$ cat src/sv/qbt_pkg.sv
`timescale 1ns / 1ps
// ============================================================================
// qbt_pkg
// Shared types, constants and helpers for the quote/bracket aware tokenizer.
// ============================================================================
package qbt_pkg;

    localparam int MAX_LINE  = 4096;
    localparam int POS_W     = $clog2(MAX_LINE);
    localparam int LEN_W     = POS_W + 1;
    localparam int MAX_DEPTH = 255;
    localparam int DEPTH_W   = $clog2(MAX_DEPTH + 1);

    localparam logic [7:0] CH_SQUOTE    = 8'h27;
    localparam logic [7:0] CH_DQUOTE    = 8'h22;
    localparam logic [7:0] CH_LBRACE    = 8'h7B;
    localparam logic [7:0] CH_RBRACE    = 8'h7D;
    localparam logic [7:0] CH_LBRACKET  = 8'h5B;
    localparam logic [7:0] CH_RBRACKET  = 8'h5D;
    localparam logic [7:0] CH_LPAREN    = 8'h28;
    localparam logic [7:0] CH_RPAREN    = 8'h29;
    localparam logic [7:0] CH_BACKSLASH = 8'h5C;
    localparam logic [7:0] CH_SPACE     = 8'h20;

    localparam logic [7:0] SEPARATOR_RESET = CH_SPACE;

    typedef enum logic [2:0] {
        MODE_IDLE    = 3'd0,
        MODE_PLAIN   = 3'd1,
        MODE_QUOTE   = 3'd2,
        MODE_BRACKET = 3'd3,
        MODE_AFTER   = 3'd4
    } mode_t;

    typedef struct packed {
        logic [7:0] char_in;
        logic       last_in;
    } in_item_t;

    typedef struct packed {
        logic             token_valid;
        logic [POS_W-1:0] token_start;
        logic [LEN_W-1:0] token_length;
        logic             end_of_line;
        logic             line_overflow;
    } out_item_t;

    function automatic logic is_quote(input logic [7:0] c);
        return (c == CH_SQUOTE) || (c == CH_DQUOTE);
    endfunction

    function automatic logic is_open_bracket(input logic [7:0] c);
        return (c == CH_LBRACE) || (c == CH_LBRACKET) || (c == CH_LPAREN);
    endfunction

    function automatic logic [7:0] close_of(input logic [7:0] c);
        logic [7:0] r;
        r = CH_RPAREN;
        if (c == CH_LBRACE)
        begin
            r = CH_RBRACE;
        end
        else if (c == CH_LBRACKET)
        begin
            r = CH_RBRACKET;
        end
        return r;
    endfunction

endpackage

$ cat src/sv/qbt_in_stage.sv
`timescale 1ns / 1ps
// ============================================================================
// qbt_in_stage
// Input register: holds one item until the scan stage consumes it.
// ============================================================================
module qbt_in_stage (
    input  logic              clk,
    input  logic              rst_n,
    input  logic              in_valid,
    output logic              in_ready,
    input  qbt_pkg::in_item_t in_data,
    output logic              item_valid,
    output qbt_pkg::in_item_t item,
    input  logic              item_take
);

    logic              valid_reg;
    logic              valid_next;
    qbt_pkg::in_item_t data_reg;

    assign in_ready   = !valid_reg || item_take;
    assign valid_next = (in_valid && in_ready) || (valid_reg && !item_take);

    always_ff @(posedge clk or negedge rst_n)
    begin
        if (!rst_n)
        begin
            valid_reg <= 1'b0;
        end
        else
        begin
            valid_reg <= valid_next;
        end
    end

    always_ff @(posedge clk)
    begin
        if (in_valid && in_ready)
        begin
            data_reg <= in_data;
        end
    end

    assign item_valid = valid_reg;
    assign item       = data_reg;

endmodule

$ cat src/sv/qbt_scan.sv
`timescale 1ns / 1ps
// ============================================================================
// qbt_scan
// Per-byte scanner: line state, group tracking and token result forming.
// ============================================================================
module qbt_scan (
    input  logic               clk,
    input  logic               rst_n,
    input  logic               cfg_we,
    input  logic [7:0]         cfg_data,
    input  logic               item_valid,
    input  qbt_pkg::in_item_t  item,
    input  logic               out_free,
    output logic               item_take,
    output logic               result_load,
    output qbt_pkg::out_item_t result
);

    logic [7:0]                   separator_reg;
    qbt_pkg::mode_t               mode_reg, mode_next;
    logic [7:0]                   close_reg, close_next;
    logic [7:0]                   open_reg, open_next;
    logic [qbt_pkg::DEPTH_W-1:0]  depth_reg, depth_next;
    logic [7:0]                   prev_reg, prev_next;
    logic [qbt_pkg::LEN_W-1:0]    pos_reg, pos_next;
    logic [qbt_pkg::POS_W-1:0]    begin_reg, begin_next;
    logic [qbt_pkg::POS_W-1:0]    lns_reg, lns_next;
    logic                         ovf_reg, ovf_next;

    logic [qbt_pkg::POS_W-1:0]    idx;
    logic [qbt_pkg::DEPTH_W-1:0]  depth_dec;
    logic [7:0]                   c;
    logic                         last;
    logic                         emit;
    logic                         has_result;

    always_ff @(posedge clk or negedge rst_n)
    begin
        if (!rst_n)
        begin
            separator_reg <= qbt_pkg::SEPARATOR_RESET;
        end
        else if (cfg_we)
        begin
            separator_reg <= cfg_data;
        end
    end

    always_comb
    begin
        c          = item.char_in;
        last       = item.last_in;
        mode_next  = mode_reg;
        close_next = close_reg;
        open_next  = open_reg;
        depth_next = depth_reg;
        begin_next = begin_reg;
        lns_next   = lns_reg;
        ovf_next   = ovf_reg;
        pos_next   = pos_reg;
        emit       = 1'b0;
        depth_dec  = '0;
        result     = '0;

        if (pos_reg >= qbt_pkg::LEN_W'(qbt_pkg::MAX_LINE))
        begin
            idx      = qbt_pkg::POS_W'(qbt_pkg::MAX_LINE - 1);
            ovf_next = 1'b1;
        end
        else
        begin
            idx      = pos_reg[qbt_pkg::POS_W-1:0];
            pos_next = pos_reg + 1'b1;
        end

        unique case (mode_reg)
            qbt_pkg::MODE_IDLE:
            begin
                if (qbt_pkg::is_quote(c))
                begin
                    mode_next  = qbt_pkg::MODE_QUOTE;
                    close_next = c;
                    open_next  = c;
                    begin_next = idx;
                    lns_next   = idx;
                end
                else if (qbt_pkg::is_open_bracket(c))
                begin
                    mode_next  = qbt_pkg::MODE_BRACKET;
                    open_next  = c;
                    close_next = qbt_pkg::close_of(c);
                    depth_next = qbt_pkg::DEPTH_W'(1);
                    begin_next = idx;
                    lns_next   = idx;
                end
                else if (c != qbt_pkg::CH_SPACE && c != separator_reg)
                begin
                    mode_next  = qbt_pkg::MODE_PLAIN;
                    begin_next = idx;
                    lns_next   = idx;
                end
            end
            qbt_pkg::MODE_PLAIN:
            begin
                if (c == separator_reg)
                begin
                    emit = 1'b1;
                end
                else if (c != qbt_pkg::CH_SPACE)
                begin
                    lns_next = idx;
                end
            end
            qbt_pkg::MODE_QUOTE:
            begin
                if (c != qbt_pkg::CH_SPACE)
                begin
                    lns_next = idx;
                end
                if (c == close_reg && prev_reg != qbt_pkg::CH_BACKSLASH)
                begin
                    mode_next = qbt_pkg::MODE_AFTER;
                end
            end
            qbt_pkg::MODE_BRACKET:
            begin
                if (c != qbt_pkg::CH_SPACE)
                begin
                    lns_next = idx;
                end
                if (c == close_reg)
                begin
                    depth_dec  = (depth_reg != '0) ? depth_reg - 1'b1 : '0;
                    depth_next = depth_dec;
                    if (depth_dec == '0)
                    begin
                        mode_next = qbt_pkg::MODE_AFTER;
                    end
                end
                else if (c == open_reg)
                begin
                    if (depth_reg < qbt_pkg::DEPTH_W'(qbt_pkg::MAX_DEPTH))
                    begin
                        depth_next = depth_reg + 1'b1;
                    end
                end
            end
            qbt_pkg::MODE_AFTER:
            begin
                if (qbt_pkg::is_quote(c))
                begin
                    mode_next  = qbt_pkg::MODE_QUOTE;
                    close_next = c;
                    open_next  = c;
                    lns_next   = idx;
                end
                else if (qbt_pkg::is_open_bracket(c))
                begin
                    mode_next  = qbt_pkg::MODE_BRACKET;
                    open_next  = c;
                    close_next = qbt_pkg::close_of(c);
                    depth_next = qbt_pkg::DEPTH_W'(1);
                    lns_next   = idx;
                end
                else if (c == separator_reg)
                begin
                    emit = 1'b1;
                end
                else
                begin
                    mode_next = qbt_pkg::MODE_PLAIN;
                    if (c != qbt_pkg::CH_SPACE)
                    begin
                        lns_next = idx;
                    end
                end
            end
            default:
            begin
                mode_next = qbt_pkg::MODE_IDLE;
            end
        endcase

        prev_next = c;

        if (!emit && last && mode_next != qbt_pkg::MODE_IDLE)
        begin
            emit = 1'b1;
        end

        if (emit)
        begin
            result.token_valid  = 1'b1;
            result.token_start  = begin_next;
            result.token_length = {1'b0, lns_next} - {1'b0, begin_next} + 1'b1;
            mode_next           = qbt_pkg::MODE_IDLE;
        end
        result.end_of_line   = last;
        result.line_overflow = ovf_next;

        has_result = emit || last;

        // line end returns all line state to its reset value
        if (last)
        begin
            mode_next  = qbt_pkg::MODE_IDLE;
            close_next = '0;
            open_next  = '0;
            depth_next = '0;
            prev_next  = '0;
            pos_next   = '0;
            begin_next = '0;
            lns_next   = '0;
            ovf_next   = 1'b0;
        end
    end

    assign item_take   = item_valid && (!has_result || out_free);
    assign result_load = item_take && has_result;

    always_ff @(posedge clk or negedge rst_n)
    begin
        if (!rst_n)
        begin
            mode_reg  <= qbt_pkg::MODE_IDLE;
            close_reg <= '0;
            open_reg  <= '0;
            depth_reg <= '0;
            prev_reg  <= '0;
            pos_reg   <= '0;
            begin_reg <= '0;
            lns_reg   <= '0;
            ovf_reg   <= 1'b0;
        end
        else if (item_take)
        begin
            mode_reg  <= mode_next;
            close_reg <= close_next;
            open_reg  <= open_next;
            depth_reg <= depth_next;
            prev_reg  <= prev_next;
            pos_reg   <= pos_next;
            begin_reg <= begin_next;
            lns_reg   <= lns_next;
            ovf_reg   <= ovf_next;
        end
    end

endmodule

$ cat src/sv/qbt_out_stage.sv
`timescale 1ns / 1ps
// ============================================================================
// qbt_out_stage
// Result register: holds one result item until the consumer takes it.
// ============================================================================
module qbt_out_stage (
    input  logic               clk,
    input  logic               rst_n,
    input  logic               result_load,
    input  qbt_pkg::out_item_t result,
    output logic               out_free,
    output logic               out_valid,
    input  logic               out_ready,
    output qbt_pkg::out_item_t out_data
);

    logic               valid_reg;
    logic               valid_next;
    qbt_pkg::out_item_t data_reg;

    assign out_free   = !valid_reg || out_ready;
    assign valid_next = result_load || (valid_reg && !out_ready);

    always_ff @(posedge clk or negedge rst_n)
    begin
        if (!rst_n)
        begin
            valid_reg <= 1'b0;
        end
        else
        begin
            valid_reg <= valid_next;
        end
    end

    always_ff @(posedge clk)
    begin
        if (result_load)
        begin
            data_reg <= result;
        end
    end

    assign out_valid = valid_reg;
    assign out_data  = data_reg;

endmodule

$ cat src/sv/quote_bracket_aware_tokenizer_top.sv
`timescale 1ns / 1ps
// ============================================================================
// quote_bracket_aware_tokenizer_top
// Command-line tokenizer, one byte per item, quote and bracket aware.
// ============================================================================
//  channel   handshake             payload
//  -------   -------------------   ----------------------------------------
//  in        in_valid/in_ready     in_data  : char_in, last_in
//  out       out_valid/out_ready   out_data : token_valid, token_start,
//                                             token_length, end_of_line,
//                                             line_overflow
//  cfg       cfg_we                cfg_data : separator
//
//  One byte per cycle sustained unless a held result stalls the scan; the
//  per-byte scan is a single combinational stage between the input register
//  and the result register; each result item is offered from that register.
//  Reset clears line state and sets the separator to a space.
//  A held result stalls only bytes that produce a result; others pass.
// ============================================================================
module quote_bracket_aware_tokenizer_top (
    input  logic               clk,
    input  logic               rst_n,
    input  logic               in_valid,
    output logic               in_ready,
    input  qbt_pkg::in_item_t  in_data,
    output logic               out_valid,
    input  logic               out_ready,
    output qbt_pkg::out_item_t out_data,
    input  logic               cfg_we,
    input  logic [7:0]         cfg_data
);

    logic               item_valid;
    qbt_pkg::in_item_t  item;
    logic               item_take;
    logic               out_free;
    logic               result_load;
    qbt_pkg::out_item_t result;

    qbt_in_stage u_in (
        .clk        (clk),
        .rst_n      (rst_n),
        .in_valid   (in_valid),
        .in_ready   (in_ready),
        .in_data    (in_data),
        .item_valid (item_valid),
        .item       (item),
        .item_take  (item_take)
    );

    qbt_scan u_scan (
        .clk         (clk),
        .rst_n       (rst_n),
        .cfg_we      (cfg_we),
        .cfg_data    (cfg_data),
        .item_valid  (item_valid),
        .item        (item),
        .out_free    (out_free),
        .item_take   (item_take),
        .result_load (result_load),
        .result      (result)
    );

    qbt_out_stage u_out (
        .clk         (clk),
        .rst_n       (rst_n),
        .result_load (result_load),
        .result      (result),
        .out_free    (out_free),
        .out_valid   (out_valid),
        .out_ready   (out_ready),
        .out_data    (out_data)
    );

endmodule

$ cat config.mk
export PLATFORM = sky130hd
export DESIGN_NAME = quote_bracket_aware_tokenizer_top
export DESIGN_NICKNAME = d
export VERILOG_FILES = /design/src/sv/qbt_pkg.sv /design/src/sv/qbt_in_stage.sv /design/src/sv/qbt_scan.sv /design/src/sv/qbt_out_stage.sv /design/src/sv/quote_bracket_aware_tokenizer_top.sv
export SDC_FILE = /design/constraint.sdc
export NUM_CORES = 1
export LEC_CHECK = 0
export BUFFER_PORTS_ARGS = -buffer_cell sky130_fd_sc_hd__buf_4
export CORE_MARGIN = 1.5
export CORE_UTILIZATION = 35
export DETAILED_ROUTE_END_ITERATION = 16
export SLEW_MARGIN = 5
export SYNTH_ARGS = -nofsm -noshare
export SYNTH_HDL_FRONTEND = slang
export SYNTH_SLANG_ARGS = --single-unit
$ cat constraint.sdc
create_clock -name clk -period 11.1 [get_ports clk]
set_clock_uncertainty 0.2 [all_clocks]
set_input_delay 1.11 -clock clk [delete_from_list [all_inputs] [get_ports clk]]
set_output_delay 1.11 -clock clk [all_outputs]
set_load 0.02 [all_outputs]
==> out/qor.txt <==
==================================================================================
Share of the synthesized area in the top cell type                           28.7%
Via count normalized by instance count                                        5.43
Cell leakage power                                                         3.47 nW
Critical path data arrival time                                            5.13 ns
Number of core rows                                                             52
Average detailed-routed wire length per instance                           16.6 um
Antenna violations before repair                                                 0
Type of element capturing the critical path                               register
Buffer levels on the longest clock path                                          2
Initial cell density of the core                                             35.5%
EDFF count, synth                                                               37
Internal power contribution                                               0.960 mW
Most frequent cells after synthesis                                   82 x sky130_fd_sc_hd__dfrtp_1, 72 x sky130_fd_sc_hd__nand2_1, 67 x sky130_fd_sc_hd__o21ai_0
CTS buffer count                                                                17
Count of synthesis-stage warnings from yosys                                     0
Critical Path Slowest Stage Cell                                      sky130_fd_sc_hd__or4b_4
Hpwl dp                                                                    12.1 mm
Height of the die                                                           146 um
Worst hold slack across all endpoints                                     0.262 ns
Number of fill cells in the layout                                            2001
Clock transition at path regs                                              0.06 ns
Fraction of layout instances using a drive strength above 1                  14.7%
Final count of hold timing violations                                            0
Run status                                                               completed
Sequential group share of total power                                        39.6%
Fraction of registers with async set/reset                                   69.2%
Final cell area excluding filler cells                                   8180 um^2
Initial detailed-routing violation count                                       380
Pre-antenna DRT Iters                                                            5
Clk sinks                                                                      120
CTS H-Tree Depth                                                                 4
Count of pins over their slew limit                                              0
RePlAce Congestion                                                           0.847
Final clock period utilization by the worst path                             46.4%
Clock network power share                                                    36.9%
Vias                                                                          5748
Final setup TNS                                                               0 ns
Top_reg_cell synth                                                    sky130_fd_sc_hd__dfrtp_1
Cell repeated most along the worst path                               sky130_fd_sc_hd__inv_1
Post-layout min period                                                     5.15 ns
Design Power                                                               1.37 mW
Delay of the slowest cell on the worst path                                0.66 ns
All-Layer GR Usage                                                           17.3%
Chain of cells forming the critical path                              or4b_4, nor4_4, a211oi_4, a211oi_2, buf_4, nand2_1, o21ai_0, inv_1, ha_1, inv_1, ha_1, inv_1, fa_1, nor2b_1, o21ai_0, a21oi_1, o311ai_0, a21oi_1, or3_1, and3b_1
Cell area after placement                                                7650 um^2
Flip-flop count of the largest register, all copies and words added             28
Number of synthesized register bits                                            120
Unrepaired setup endpoints after global routing                                 no
Count of inserted antenna diode cells                                            0
Clock Latency Late Sink                                                    0.42 ns
Critical Path Source Type                                                 register
Largest net degree at the start of global routing                               45
Met2 Usage GRT                                                               28.5%
Count of different cell masters after synthesis                                 78
Avg Inst Size Synth                                                      9.49 um^2
Net switching power                                                       0.412 mW
Buffers on Ports                                                                51
IO Pins                                                                         52
Worst min-delay path category                                           reg -> reg
Area Overhead vs Synth                                                       14.5%
Maximum operating frequency                                              0.194 GHz
Most frequent cell after synthesis                                    sky130_fd_sc_hd__dfrtp_1
Total overflow reported by the global router                                     0
Peak ir drop on the vdd network                                           0.115 mV
Global Route met1 Usage                                                      22.3%
Placeable core region                                                   20100 um^2
Synth top area cells                                                  sky130_fd_sc_hd__dfrtp_1 29%, sky130_fd_sc_hd__edfxtp_1 16%, sky130_fd_sc_hd__ha_1 4.7%
Combinational cell fraction of total power                                   23.5%
First-pass GRT wire length                                                 29.4 mm
Cell type with the highest aggregate area in the netlist              sky130_fd_sc_hd__dfrtp_1
TritonCTS clock tree                                                         built
Post-CTS setup buffer count                                                      0
Tightest Pin Transition                                                    1.09 ns
Vias in the first global route                                                5747
Number of nets in the layout                                                   826
Mapped Nets                                                                    802
Die outline area                                                        21300 um^2
Sw Share                                                                     30.0%
Cells after Synth                                                              752
Post-Route WL                                                              17.5 mm
Share of the yosys chip area belonging to registers                          44.7%
Post-Syn Area                                                            7140 um^2
Post-route antenna net violation count                                           0
Peak fanout along the critical path                                             22
Required arrival time at the worst endpoint                               11.08 ns
Number of maximum-capacitance constraint violations                              0
Post-cts gate resize count                                                       0
Grt peak-use layer                                                            met2
Hold Buf Count CTS                                                               0
Final setup fails                                                                0
Max_slew headroom                                                            27.1%
Family of cells with the greatest summed delay on the critical path   simple AND/OR/NAND/NOR gates
Horiz. Die Dim                                                              146 um
Clock root buffer                                                     sky130_fd_sc_hd__clkbuf_16
DRC violations left                                                              0
Power density of the placed cells                                      168 nW/um^2
Count of buffer and inverter cells on the critical path                          4
GR Layer Usage met3                                                          3.26%
Category of the critical setup timing path                              reg -> reg
==================================================================================
[layout make-up]
cell class | count | area [um^2] | share of cell area [%]
Timing Repair Buffer | 58 | 435 | 5.33
Clock buffer | 26 | 479 | 5.86
Multi-Input combinational cell | 560 | 3610 | 44.2
Inverter | 19 | 71.3 | 0.872
Tap cell | 270 | 338 | 4.13
Sequential cell | 120 | 3190 | 39.0
Clock inverter | 5 | 50.0 | 0.612
[per-stage QoR]
step	instances	util [%]	setup slack [ns]
3_3_place_gp	1027	38.0	6.09
3_5_place_dp	1027	38.0	5.98
6_report	1058	40.7	5.95
2_1_floorplan	752	-	6.51
4_1_cts	1058	40.7	5.93
5_1_grt	1058	40.7	5.59
[cell usage in the layout, fill, tap and decap left out, types with 11 or more instances in the layout]
cell,count
sky130_fd_sc_hd__a21o_1,11
sky130_fd_sc_hd__a21oi_1,32
sky130_fd_sc_hd__and3_1,11
sky130_fd_sc_hd__buf_4,58
sky130_fd_sc_hd__clkbuf_16,17
sky130_fd_sc_hd__dfrtp_1,82
sky130_fd_sc_hd__edfxtp_1,37
sky130_fd_sc_hd__ha_1,27
sky130_fd_sc_hd__inv_1,17
sky130_fd_sc_hd__nand2_1,71
sky130_fd_sc_hd__nand3_1,28
sky130_fd_sc_hd__nand4_1,11
sky130_fd_sc_hd__nor2_1,66
sky130_fd_sc_hd__nor2b_1,15
sky130_fd_sc_hd__nor3_1,13
sky130_fd_sc_hd__o21ai_0,67
sky130_fd_sc_hd__xnor2_1,20
sky130_fd_sc_hd__xor2_1,13
[metal layers]
layer  wire length, um  vias to the layer above
met5                 0                        -
li1                  -                     2801
met4               321                        0
met1              8130                     2793
met3               606                       24
met2              8470                      130
[cells by family (layout without fill, tap and decap cells)]
kind of cell    Yosys count  count (layout)  share of synthesized area (%)
mux                      14              14                           2.10
xor+xnor                 33              33                           4.05
buf+inv                  72             108                           4.73
compound gates          210             210                           19.8
flops                   120             120                           44.7
simple gates            275             275                           19.6
fa+ha+maj                28              28                           5.01
[worst min-delay path: stages (launching register included)]
cell and delay, ns:
sky130_fd_sc_hd__dfrtp_1 0.33, sky130_fd_sc_hd__nand2_1 0.05, sky130_fd_sc_hd__nand2_1 0.05
[path summary, 6_finish.rpt]
path	slack [ns]	start	endpoint	cells after the start
max	5.95	u_in.item[2]$_DFFE_PP_	u_out.out_data[13]$_SDFFCE_PN0P_	20
min in group asynchronous	0.47	rst_n	u_scan.depth_reg[5]$_DFFE_PN0P_	1
max reg2reg	5.95	u_in.item[2]$_DFFE_PP_	u_out.out_data[13]$_SDFFCE_PN0P_	20
min	0.26	u_scan.prev_reg[7]$_DFFE_PN0P_	u_scan.prev_reg[7]$_DFFE_PN0P_	2
max in group asynchronous	9.27	rst_n	u_scan.begin_reg[2]$_DFFE_PN0P_	2
min reg2reg	0.26	u_scan.prev_reg[7]$_DFFE_PN0P_	u_scan.prev_reg[7]$_DFFE_PN0P_	2
[power by group through the flow]
stage	clock network, mW	logic [mW]	registers, mW
floorplan	0	0.233	0.550
global placement	0	0.321	0.549
detailed placement	0	0.323	0.550
CTS	0.514	0.325	0.543
global route	0.535	0.366	0.549
finish	0.506	0.323	0.543
No activity file was read; power rests on OpenSTA's default activity.
